`src/three_stop_color_gradient_top_assert.svh`:
```
// Assertion macros shared by the color gradient RTL.
`ifndef THREE_STOP_COLOR_GRADIENT_TOP_ASSERT_SVH
`define THREE_STOP_COLOR_GRADIENT_TOP_ASSERT_SVH

// Same-cycle implication, disabled while reset is asserted.
`define TSCG_ASSERT_IMP(label, clk, rst_n, ante, cons, msg) \
    label: assert property (@(posedge clk) disable iff (!(rst_n)) (ante) |-> (cons)) \
        else $error(msg);

// Next-cycle implication, disabled while reset is asserted.
`define TSCG_ASSERT_NXT(label, clk, rst_n, ante, cons, msg) \
    label: assert property (@(posedge clk) disable iff (!(rst_n)) (ante) |=> (cons)) \
        else $error(msg);

`endif

```
`src/tscg_pkg.sv`:
```
// Shared types, constants and helper functions of the color gradient.
`timescale 1ns / 1ps
`default_nettype none
package tscg_pkg;

    localparam int SampleW  = 16;
    localparam int ColorW   = 24;
    localparam int ChanW    = 8;
    localparam int NumChan  = 3;
    localparam int LevelW   = 8;
    localparam int DivW     = 16;
    localparam int RemW     = 24;
    localparam int SumW     = 16;
    localparam int CfgIdxW  = 3;
    localparam int CfgDataW = 24;
    localparam int NumCells = LevelW;

    localparam logic [ColorW-1:0]  ColorReset = 24'hFFFFFF;
    localparam logic [SampleW-1:0] ThrReset   = 16'h0000;
    localparam logic [ChanW-1:0]   FullLevel  = 8'd255;

    // Configuration register indexes.
    typedef enum logic [CfgIdxW-1:0] {
        CFG_LOW_COLOR  = 3'd0,
        CFG_MID_COLOR  = 3'd1,
        CFG_HIGH_COLOR = 3'd2,
        CFG_LOW_THR    = 3'd3,
        CFG_MID_THR    = 3'd4,
        CFG_HIGH_THR   = 3'd5
    } t_cfg_idx;

    // What the result color is made of.
    typedef enum logic [2:0] {
        PICK_LOW,
        PICK_MID,
        PICK_HIGH,
        PICK_BLEND_LO,
        PICK_BLEND_HI
    } t_pick;

    typedef struct packed {
        logic [ColorW-1:0]         low_color;
        logic [ColorW-1:0]         mid_color;
        logic [ColorW-1:0]         high_color;
        logic signed [SampleW-1:0] low_thr;
        logic signed [SampleW-1:0] mid_thr;
        logic signed [SampleW-1:0] high_thr;
    } t_cfg;

    // Word handed from cell to cell of the level divider.
    typedef struct packed {
        t_pick             pick;
        logic [RemW-1:0]   rem;
        logic [DivW-1:0]   div;
        logic [LevelW-1:0] quo;
    } t_div;

    // Exact floor(x / 255) for x up to 255 * 255.
    function automatic logic [ChanW-1:0] div255(input logic [SumW-1:0] x);
        logic [SumW:0] s;
        s = {1'b0, x} + {{(SumW-ChanW+1){1'b0}}, x[SumW-1:ChanW]} + 17'd1;
        return s[SumW-1:ChanW];
    endfunction

endpackage
`default_nettype wire

```
`src/tscg_if.sv`:
```
// Handshake interfaces of the color gradient: sample, color and configuration.
`timescale 1ns / 1ps
`default_nettype none

interface tscg_sample_if import tscg_pkg::*; ();
    logic                      valid;
    logic                      ready;
    logic signed [SampleW-1:0] sample;
    logic                      mode;
    modport source (output valid, sample, mode, input ready);
    modport sink (input valid, sample, mode, output ready);
endinterface

interface tscg_color_if import tscg_pkg::*; ();
    logic             valid;
    logic             ready;
    logic [ChanW-1:0] red;
    logic [ChanW-1:0] green;
    logic [ChanW-1:0] blue;
    modport source (output valid, red, green, blue, input ready);
    modport sink (input valid, red, green, blue, output ready);
endinterface

interface tscg_cfg_if import tscg_pkg::*; ();
    logic                valid;
    logic                ready;
    logic [CfgIdxW-1:0]  index;
    logic [CfgDataW-1:0] data;
    modport source (output valid, index, data, input ready);
    modport sink (input valid, index, data, output ready);
endinterface

`default_nettype wire

```
`src/tscg_front.sv`:
```
// Front stage: classifies the sample against the stops and sets up the division.
`timescale 1ns / 1ps
`default_nettype none
module tscg_front import tscg_pkg::*; (
    input  wire                      i_clk,
    input  wire                      i_rst_n,
    input  t_cfg                     i_cfg,
    input  wire                      i_valid,
    output logic                     o_ready,
    input  wire signed [SampleW-1:0] i_sample,
    input  wire                      i_mode,
    output logic                     o_valid,
    input  wire                      i_ready,
    output t_div                     o_data
);

    logic              r_valid;
    t_div              r_data;
    t_div              n_data;
    t_pick             w_pick;
    logic [SampleW:0]  w_off_lo;
    logic [SampleW:0]  w_off_mid;
    logic [SampleW:0]  w_wid_lo;
    logic [SampleW:0]  w_wid_hi;
    logic [DivW-1:0]   w_t;

    assign o_ready = !r_valid || i_ready;
    assign o_valid = r_valid;
    assign o_data  = r_data;

    // Stop tests, made in order of priority.
    always_comb begin
        priority if (i_sample <= i_cfg.low_thr) begin
            w_pick = PICK_LOW;
        end else if (i_sample < i_cfg.mid_thr) begin
            w_pick = i_mode ? PICK_LOW : PICK_BLEND_LO;
        end else if (i_sample == i_cfg.mid_thr) begin
            w_pick = PICK_MID;
        end else if (i_sample < i_cfg.high_thr) begin
            w_pick = i_mode ? PICK_MID : PICK_BLEND_HI;
        end else begin
            w_pick = PICK_HIGH;
        end
    end

    // Offset into the segment and segment width; both are positive inside a segment.
    assign w_off_lo  = {i_sample[SampleW-1], i_sample}
                     - {i_cfg.low_thr[SampleW-1], i_cfg.low_thr};
    assign w_off_mid = {i_sample[SampleW-1], i_sample}
                     - {i_cfg.mid_thr[SampleW-1], i_cfg.mid_thr};
    assign w_wid_lo  = {i_cfg.mid_thr[SampleW-1], i_cfg.mid_thr}
                     - {i_cfg.low_thr[SampleW-1], i_cfg.low_thr};
    assign w_wid_hi  = {i_cfg.high_thr[SampleW-1], i_cfg.high_thr}
                     - {i_cfg.mid_thr[SampleW-1], i_cfg.mid_thr};

    // Dividend is 255 times the offset; the divider turns it into the level.
    always_comb begin
        n_data      = '0;
        n_data.pick = w_pick;
        if (w_pick == PICK_BLEND_HI) begin
            w_t        = w_off_mid[DivW-1:0];
            n_data.div = w_wid_hi[DivW-1:0];
        end else begin
            w_t        = w_off_lo[DivW-1:0];
            n_data.div = w_wid_lo[DivW-1:0];
        end
        if (w_pick == PICK_BLEND_LO || w_pick == PICK_BLEND_HI) begin
            n_data.rem = {w_t, {(RemW-DivW){1'b0}}} - {{(RemW-DivW){1'b0}}, w_t};
        end
    end

    always_ff @(posedge i_clk) begin
        if (!i_rst_n) begin
            r_valid <= 1'b0;
        end else if (o_ready) begin
            r_valid <= i_valid;
        end
    end

    always_ff @(posedge i_clk) begin
        if (o_ready && i_valid) begin
            r_data <= n_data;
        end
    end

endmodule
`default_nettype wire

```
`src/tscg_div_cell.sv`:
```
// One cell of the level divider: settles one quotient bit per transfer.
`timescale 1ns / 1ps
`default_nettype none
module tscg_div_cell import tscg_pkg::*; (
    input  wire   i_clk,
    input  wire   i_rst_n,
    input  wire   i_valid,
    output logic  o_ready,
    input  t_div  i_data,
    output logic  o_valid,
    input  wire   i_ready,
    output t_div  o_data
);

    localparam int LowPad = LevelW - 1;

    logic            r_valid;
    t_div            r_data;
    t_div            n_data;
    logic [RemW-1:0] w_dd;
    logic            w_ge;
    logic [RemW-1:0] w_rem;

    assign o_ready = !r_valid || i_ready;
    assign o_valid = r_valid;
    assign o_data  = r_data;

    // Divisor aligned to the top quotient bit; the remainder shifts up each cell.
    assign w_dd  = {1'b0, i_data.div, {LowPad{1'b0}}};
    assign w_ge  = i_data.rem >= w_dd;
    assign w_rem = w_ge ? i_data.rem - w_dd : i_data.rem;

    always_comb begin
        n_data     = i_data;
        n_data.rem = {w_rem[RemW-2:0], 1'b0};
        n_data.quo = {i_data.quo[LevelW-2:0], w_ge};
    end

    always_ff @(posedge i_clk) begin
        if (!i_rst_n) begin
            r_valid <= 1'b0;
        end else if (o_ready) begin
            r_valid <= i_valid;
        end
    end

    always_ff @(posedge i_clk) begin
        if (o_ready && i_valid) begin
            r_data <= n_data;
        end
    end

endmodule
`default_nettype wire

```
`src/tscg_blend.sv`:
```
// Blend stages: weighted channel sums, then division by 255 or the plain stop color into the output register.
`timescale 1ns / 1ps
`default_nettype none
module tscg_blend import tscg_pkg::*; (
    input  wire               i_clk,
    input  wire               i_rst_n,
    input  t_cfg              i_cfg,
    input  wire               i_valid,
    output logic              o_ready,
    input  t_div              i_data,
    output logic              o_valid,
    input  wire               i_ready,
    output logic [ChanW-1:0]  o_red,
    output logic [ChanW-1:0]  o_green,
    output logic [ChanW-1:0]  o_blue
);

    typedef struct packed {
        logic                          blend;
        logic [ColorW-1:0]             color;
        logic [NumChan-1:0][SumW-1:0]  sum;
    } t_mix;

    logic               r_mix_valid;
    t_mix               r_mix;
    t_mix               n_mix;
    logic               w_mix_ready;
    logic               r_out_valid;
    logic [ColorW-1:0]  r_out;
    logic [ColorW-1:0]  n_out;
    logic [ColorW-1:0]  w_c0;
    logic [ColorW-1:0]  w_c1;
    logic [ChanW-1:0]   w_inv;

    assign w_mix_ready = !r_out_valid || i_ready;
    assign o_ready     = !r_mix_valid || w_mix_ready;
    assign o_valid     = r_out_valid;
    assign o_red       = r_out[3*ChanW-1:2*ChanW];
    assign o_green     = r_out[2*ChanW-1:ChanW];
    assign o_blue      = r_out[ChanW-1:0];

    // Weight of the lower end color.
    assign w_inv = FullLevel - i_data.quo;

    // Select the end colors of the segment, or the plain stop color.
    always_comb begin
        w_c0        = '0;
        w_c1        = '0;
        n_mix.blend = 1'b0;
        n_mix.color = '0;
        unique case (i_data.pick)
            PICK_LOW:      n_mix.color = i_cfg.low_color;
            PICK_MID:      n_mix.color = i_cfg.mid_color;
            PICK_HIGH:     n_mix.color = i_cfg.high_color;
            PICK_BLEND_LO: begin
                n_mix.blend = 1'b1;
                w_c0        = i_cfg.low_color;
                w_c1        = i_cfg.mid_color;
            end
            PICK_BLEND_HI: begin
                n_mix.blend = 1'b1;
                w_c0        = i_cfg.mid_color;
                w_c1        = i_cfg.high_color;
            end
            default:       n_mix.color = '0;
        endcase
        // Weighted sum per channel: c0 * (255 - level) + c1 * level.
        for (int k = 0; k < NumChan; k++) begin
            n_mix.sum[k] = SumW'(SumW'(w_c0[k*ChanW +: ChanW]) * SumW'(w_inv))
                         + SumW'(SumW'(w_c1[k*ChanW +: ChanW]) * SumW'(i_data.quo));
        end
    end

    // Divide each sum by 255 or pass the stop color.
    always_comb begin
        n_out = r_mix.color;
        if (r_mix.blend) begin
            for (int k = 0; k < NumChan; k++) begin
                n_out[k*ChanW +: ChanW] = div255(r_mix.sum[k]);
            end
        end
    end

    always_ff @(posedge i_clk) begin
        if (!i_rst_n) begin
            r_mix_valid <= 1'b0;
            r_out_valid <= 1'b0;
        end else begin
            if (o_ready) begin
                r_mix_valid <= i_valid;
            end
            if (w_mix_ready) begin
                r_out_valid <= r_mix_valid;
            end
        end
    end

    always_ff @(posedge i_clk) begin
        if (o_ready && i_valid) begin
            r_mix <= n_mix;
        end
        if (w_mix_ready && r_mix_valid) begin
            r_out <= n_out;
        end
    end

endmodule
`default_nettype wire

```
`src/three_stop_color_gradient_top.sv`:
```
// Top level of the three-stop color gradient.
//
// Usage: the sample channel carries a signed 16-bit sample and a mode bit
// (0 blends between stops, 1 gives the color of the lower stop). The color
// channel returns one red, green and blue triple for every sample, in order.
// The configuration channel writes the stop colors and thresholds by index;
// it is always ready and should only be used while no sample is in flight.
// Pipeline: one classify stage, eight divider cells that each settle one bit
// of the blend level, one weighted-sum stage and the output register.
// Throughput: one sample per cycle while the receiver keeps ready high, set
// by the divider chain, which holds a different sample in every cell.
// Reset: all stage valid flags clear, the colors return to white and the
// thresholds to zero. Samples are taken as soon as reset is released.
// Stall: when the receiver holds ready low, the result waits in the output
// register and earlier stages keep filling bubbles; sample ready drops only
// once all eleven stages hold a sample.
`timescale 1ns / 1ps
`default_nettype none
module three_stop_color_gradient_top import tscg_pkg::*; (
    input  wire               i_clk,
    input  wire               i_rst_n,
    tscg_sample_if.sink       i_sample,
    tscg_cfg_if.sink          i_cfg,
    tscg_color_if.source      o_color
);

    t_cfg r_cfg;
    t_div w_cell_data  [NumCells+1];
    logic w_cell_valid [NumCells+1];
    logic w_cell_ready [NumCells+1];

    // Configuration registers; unknown indexes are ignored.
    assign i_cfg.ready = 1'b1;

    always_ff @(posedge i_clk) begin
        if (!i_rst_n) begin
            r_cfg.low_color  <= ColorReset;
            r_cfg.mid_color  <= ColorReset;
            r_cfg.high_color <= ColorReset;
            r_cfg.low_thr    <= ThrReset;
            r_cfg.mid_thr    <= ThrReset;
            r_cfg.high_thr   <= ThrReset;
        end else if (i_cfg.valid) begin
            unique case (t_cfg_idx'(i_cfg.index))
                CFG_LOW_COLOR:  r_cfg.low_color  <= i_cfg.data[ColorW-1:0];
                CFG_MID_COLOR:  r_cfg.mid_color  <= i_cfg.data[ColorW-1:0];
                CFG_HIGH_COLOR: r_cfg.high_color <= i_cfg.data[ColorW-1:0];
                CFG_LOW_THR:    r_cfg.low_thr    <= i_cfg.data[SampleW-1:0];
                CFG_MID_THR:    r_cfg.mid_thr    <= i_cfg.data[SampleW-1:0];
                CFG_HIGH_THR:   r_cfg.high_thr   <= i_cfg.data[SampleW-1:0];
                default:        r_cfg.low_thr    <= r_cfg.low_thr;
            endcase
        end
    end

    // Classify stage.
    tscg_front u_front (
        .i_clk    (i_clk),
        .i_rst_n  (i_rst_n),
        .i_cfg    (r_cfg),
        .i_valid  (i_sample.valid),
        .o_ready  (i_sample.ready),
        .i_sample (i_sample.sample),
        .i_mode   (i_sample.mode),
        .o_valid  (w_cell_valid[0]),
        .i_ready  (w_cell_ready[0]),
        .o_data   (w_cell_data[0])
    );

    // Divider chain, one quotient bit per cell, most significant first.
    for (genvar g = 0; g < NumCells; g++) begin : g_cell
        tscg_div_cell u_cell (
            .i_clk   (i_clk),
            .i_rst_n (i_rst_n),
            .i_valid (w_cell_valid[g]),
            .o_ready (w_cell_ready[g]),
            .i_data  (w_cell_data[g]),
            .o_valid (w_cell_valid[g+1]),
            .i_ready (w_cell_ready[g+1]),
            .o_data  (w_cell_data[g+1])
        );
    end

    // Weighted sums and output register.
    tscg_blend u_blend (
        .i_clk   (i_clk),
        .i_rst_n (i_rst_n),
        .i_cfg   (r_cfg),
        .i_valid (w_cell_valid[NumCells]),
        .o_ready (w_cell_ready[NumCells]),
        .i_data  (w_cell_data[NumCells]),
        .o_valid (o_color.valid),
        .i_ready (o_color.ready),
        .o_red   (o_color.red),
        .o_green (o_color.green),
        .o_blue  (o_color.blue)
    );

`include "three_stop_color_gradient_top_assert.svh"

    // An empty output register means every stage can move, so a sample can be taken.
    `TSCG_ASSERT_IMP(a_idle_ready, i_clk, i_rst_n, !o_color.valid, i_sample.ready,
        "sample not ready while output register is empty")

    // A blended segment always has a nonzero width.
    `TSCG_ASSERT_IMP(a_blend_width, i_clk, i_rst_n,
        w_cell_valid[0] && (w_cell_data[0].pick == PICK_BLEND_LO
                         || w_cell_data[0].pick == PICK_BLEND_HI),
        w_cell_data[0].div != '0, "blend segment with zero width")

    // The dividend stays below 256 times the divisor, so the level fits eight bits.
    `TSCG_ASSERT_IMP(a_div_bound, i_clk, i_rst_n,
        w_cell_valid[0] && (w_cell_data[0].pick == PICK_BLEND_LO
                         || w_cell_data[0].pick == PICK_BLEND_HI),
        w_cell_data[0].rem < {w_cell_data[0].div, {(RemW-DivW){1'b0}}},
        "divider input out of range")

    // A blend level never reaches full scale.
    `TSCG_ASSERT_IMP(a_level_range, i_clk, i_rst_n,
        w_cell_valid[NumCells] && (w_cell_data[NumCells].pick == PICK_BLEND_LO
                                || w_cell_data[NumCells].pick == PICK_BLEND_HI),
        w_cell_data[NumCells].quo != FullLevel, "blend level at full scale")

endmodule
`default_nettype wire
```
`src/flat_wrapper.sv`:
```
// flat-port wrapper written by rule: the top's interface ports become plain ports
module three_stop_color_gradient_top_flat import tscg_pkg::*;
  (i_clk, i_rst_n, i_sample_valid, i_sample_sample, i_sample_mode, i_sample_ready, i_cfg_valid, i_cfg_index, i_cfg_data, i_cfg_ready, o_color_valid, o_color_red, o_color_green, o_color_blue, o_color_ready);
  tscg_sample_if i_sample_i ();
  tscg_cfg_if i_cfg_i ();
  tscg_color_if o_color_i ();
  input  wire i_clk;
  input  wire i_rst_n;
  input wire logic [$bits(i_sample_i.valid)-1:0] i_sample_valid;
  input wire logic [$bits(i_sample_i.sample)-1:0] i_sample_sample;
  input wire logic [$bits(i_sample_i.mode)-1:0] i_sample_mode;
  output wire logic [$bits(i_sample_i.ready)-1:0] i_sample_ready;
  input wire logic [$bits(i_cfg_i.valid)-1:0] i_cfg_valid;
  input wire logic [$bits(i_cfg_i.index)-1:0] i_cfg_index;
  input wire logic [$bits(i_cfg_i.data)-1:0] i_cfg_data;
  output wire logic [$bits(i_cfg_i.ready)-1:0] i_cfg_ready;
  output wire logic [$bits(o_color_i.valid)-1:0] o_color_valid;
  output wire logic [$bits(o_color_i.red)-1:0] o_color_red;
  output wire logic [$bits(o_color_i.green)-1:0] o_color_green;
  output wire logic [$bits(o_color_i.blue)-1:0] o_color_blue;
  input wire logic [$bits(o_color_i.ready)-1:0] o_color_ready;
  assign i_sample_i.valid = i_sample_valid;
  assign i_sample_i.sample = i_sample_sample;
  assign i_sample_i.mode = i_sample_mode;
  assign i_sample_ready = i_sample_i.ready;
  assign i_cfg_i.valid = i_cfg_valid;
  assign i_cfg_i.index = i_cfg_index;
  assign i_cfg_i.data = i_cfg_data;
  assign i_cfg_ready = i_cfg_i.ready;
  assign o_color_valid = o_color_i.valid;
  assign o_color_red = o_color_i.red;
  assign o_color_green = o_color_i.green;
  assign o_color_blue = o_color_i.blue;
  assign o_color_i.ready = o_color_ready;
  three_stop_color_gradient_top u_core (.i_clk(i_clk), .i_rst_n(i_rst_n), .i_sample(i_sample_i), .i_cfg(i_cfg_i), .o_color(o_color_i));
endmodule
```
`config.mk`:
```
export PLATFORM = sky130hd
export DESIGN_NAME = three_stop_color_gradient_top_flat
export DESIGN_NICKNAME = d
export VERILOG_FILES = /design/src/tscg_pkg.sv /design/src/tscg_if.sv /design/src/tscg_front.sv /design/src/tscg_div_cell.sv /design/src/tscg_blend.sv /design/src/three_stop_color_gradient_top.sv /design/src/flat_wrapper.sv
export VERILOG_INCLUDE_DIRS = /design/src /design/src/src
export SDC_FILE = /design/constraint.sdc
export NUM_CORES = 2
export LEC_CHECK = 0
export ABC_AREA = 1
export BUFFER_PORTS_ARGS = -buffer_cell sky130_fd_sc_hd__buf_2
export CORE_UTILIZATION = 50
export DETAILED_ROUTE_END_ITERATION = 8
export PLACE_DENSITY = 0.69
export SETUP_SLACK_MARGIN = 0.3
export SLEW_MARGIN = 20
export SYNTH_ARGS = -nofsm -noshare
export SYNTH_HDL_FRONTEND = slang
export SYNTH_SLANG_ARGS = --single-unit
```
`constraint.sdc`:
```
create_clock -name i_clk -period 14.29 [get_ports i_clk]
set_input_delay 1.429 -clock i_clk [delete_from_list [all_inputs] [get_ports i_clk]]
set_output_delay 1.429 -clock i_clk [all_outputs]
set_load 0.02 [all_outputs]
```
==> flow_summary.ini <==
[outcome]
outcome = completed

[floorplan]
rows = 108
die_y_um = 299
dieArea_sq_um = 89400
core_area_sq_um = 87000
start_util_pct = 50.7
die_w_um = 299
ios = 76

[yosys]
synth-edff-count = 452
yosysWarnings = 0
synth-async-reset-ratio_pct = 0
yosysSeqAreaShare_pct = 36.7
syn_avg_cell_area_sq_um = 9.00
synth_top_area_share_pct = 30.8
netlist_instances = 4898
syn_area_sq_um = 44100
synth_top_cell_by_area = edfxtp_1
ys_seq_elements = 583
synth_ff_type = edfxtp_1
ys_top_cells_by_area = edfxtp_1 (31%), fa_1 (14%), ha_1 (12%)
synth_cell_types = 58
syn_nets = 5670

[final_layout]
syn_to_final_growth_pct = 8.79
nNetsFinal = 5711
fillers = 7763
drive_gt1_share_pct = 5.87
post-route-util_pct = 55.1

[route]
wirelength_um = 105000
dr.first_iter.drc_count = 2338
route.detailed.drc = 0
wl_met1_um = 46000
antenna_left = 0
dr.pass1.iters = 7
met2WireLength_um = 48200
vias_per_cell = 5.31
vias = 32600
wl_per_cell_um = 17.1
highest_layer = met5
wl_met3_um = 7360

[worst_setup_path]
reg2reg_slack_ps = 7420
crit_type = flip-flop to flip-flop
r2r_start = u_core.g_cell[7].u_cell.o_data[48]
critPathLaunchType = flip-flop
crit_path_end_kind = flip-flop
crit_path_end = u_core.u_blend.r_mix[15]
r2r_cells = 25
worst_ep_required_time_ps = 14690
cp_data_arrival_time_ps = 7270
cp_max_fo = 48
rr_endpoint = u_core.u_blend.r_mix[15]
crit_start = u_core.g_cell[7].u_cell.o_data[48]

[global_routing]
grt_overflow = 0
grt_pass1_wl_um = 169000
grt_max_degree = 74
track_usage_pct = 23.8
grt_pass1_vias = 31800
antenna_found_initial = 6

[clock_tree]
clockRootBuffer = clkbuf_16
numClockSinks = 583
cts_setup_buffers = 0
clock_latency_ps = 670
clk_pin_slew_worst_paths_ps = 70
cts_resized = 0
cts_buffers = 59
cts_tree = built
hold_buffers = 0
clk_path_buf_depth = 3
htree_num_levels = 2

[sta]
hold_viol_final = 0
min_period_over_period_pct = 48.0
finalSetupTns_ps = 0
slew_viol_final = 0
fin_skew_ps = 55.2
fin_crit_ps = 6870
timing.slew.headroom_pct = 31.1
setup_viol = 0
fmax_mhz = 146
worstMarginPinSlew_ps = 1030
rsz0062_at_grt = no

[power]
pwr_density_cell_nw_per_um2 = 93.4
p_leak_nw = 22.3
finalPower_mw = 4.48
irDropWorstVdd_mv = 0.108

[min_path]
hp-class = flip-flop to flip-flop

[place]
gp_congestion = 0.955
io_buffer_count = 74
dp_hpwl_um = 81700

[flow_run]
cap_viol_max_count = 0
-- power breakdown --
group / internal (mW) / switching, mW
registers: 1.91 / 0.0352
clock network: 1.00 / 0.700
logic: 0.296 / 0.535
total: 3.21 / 1.27
-- critical path, stage by stage (launching register included) --
cell,delay [ps]
edfxtp_1,450
nor2_1,190
nand2_1,70
buf_4,320
o22ai_1,570
nand2_1,160
fa_1,540
fa_1,510
fa_1,510
inv_1,50
fa_1,550
fa_1,420
fa_1,440
ha_1,360
nand2_1,60
o21ai_0,280
a21oi_1,110
o21bai_1,200
nand2_1,70
nand2_1,60
a21oi_1,70
o21ai_0,250
nand2_1,80
nand2_1,60
a21oi_1,60
xor2_1,140
-- state kept, by name (all words and copies together), names as in the netlist --
name                          cells
u_core.r_cfg                    120
u_core.g_cell.u_cell.o_valid      8
u_core.u_blend.r_mix_valid        1
u_core.u_blend.r_mix             73
u_core.g_cell.u_cell.o_data     312
u_core.u_blend.o_valid            1
u_core.u_front.o_valid            1
u_core.u_front.o_data            43
u_core.u_blend.r_out             24
-- through the flow --
step,setup slack (ps),hold WS (ps),instance area [sq um],std cells
finish,7420,370,48000,6146
floorplan,8070,400,44100,4898
detailed placement,7460,405,45700,6029
global route,6940,369,48000,6146
CTS,7450,362,47900,6140
global placement,7600,401,45700,6029
-- layout make-up --
cell class,count,area (sq um),area share [%]
antenna,2,5.00,0.0104
clock buffer,79,1760,3.67
clock inverter,32,434,0.905
inverter,968,3630,7.58
multi-input combinational,3215,23800,49.6
sequential,583,16200,33.8
tap,1155,1450,3.01
timing repair buffer,112,708,1.48
-- cell families (layout without fill, tap and decap cells) --
| kind of cell | after synthesis | count (layout) | synth area share [%] |
|---|---|---|---|
| XOR/XNOR | 185 | 185 | 3.68 |
| AO/OA/AOI/OAI | 793 | 793 | 10.3 |
| multiplexers | 2 | 2 | 0.0454 |
| flip-flops | 583 | 583 | 36.7 |
| AND/OR/NAND/NOR | 1511 | 1511 | 14.1 |
| buffers and inverters | 1100 | 1191 | 9.49 |
| other | 1 | 3 | 0.00851 |
| adder cells (fa/ha/maj) | 723 | 723 | 25.6 |
-- synthesized netlist by cell type (all sizes together), types with 28 or more instances --
cell	count
a21oi	387
buf	28
clkbuf	104
dfxtp	131
edfxtp	452
fa	299
ha	424
inv	961
nand2	781
nand3	140
nand4	37
nor2	496
nor3	29
o211ai	75
o21ai	174
o22ai	49
xnor2	82
xor2	103
-- placed cells by master (no fill, tap or decap), types with 23 or more instances in the layout --
cell type    n
a21oi_1    382
a31oi_1     23
buf_2       73
buf_4       35
clkbuf_16   66
dfxtp_1    131
edfxtp_1   452
fa_1       299
ha_1       424
inv_1      951
nand2_1    764
nand3_1    129
nand4_1     35
nor2_1     476
nor3_1      27
o211ai_1    75
o21ai_0    163
o221ai_1    27
o22ai_1     49
xnor2_1     82
xor2_1     103
-- routing by layer --
metal | GRT usage (%) | vias to the layer above
met2 | 38.6 | 945
met4 | 8.48 | 4
met5 | 0 | -
li1 | - | 16000
met3 | 4.50 | 205
met1 | 31.8 | 15400
-- worst min-delay path by stage --
| stage | start | to | slack (ps) | cells after the start |
|---|---|---|---|---|
| floorplan | u_core.u_front.o_data[48] | u_core.g_cell[0].u_cell.o_data[48] | 400 | 0 |
| global placement | u_core.g_cell[3].u_cell.o_data[50] | u_core.g_cell[4].u_cell.o_data[50] | 400 | 0 |
| detailed placement | u_core.u_front.o_data[49] | u_core.g_cell[0].u_cell.o_data[49] | 400 | 0 |
| CTS | u_core.g_cell[1].u_cell.o_data[50] | u_core.g_cell[2].u_cell.o_data[50] | 360 | 0 |
| global route | u_core.g_cell[1].u_cell.o_data[48] | u_core.g_cell[2].u_cell.o_data[48] | 370 | 0 |
| finish | u_core.g_cell[1].u_cell.o_data[50] | u_core.g_cell[2].u_cell.o_data[50] | 370 | 0 |
Note: power is estimated with default switching activity, not from simulation.
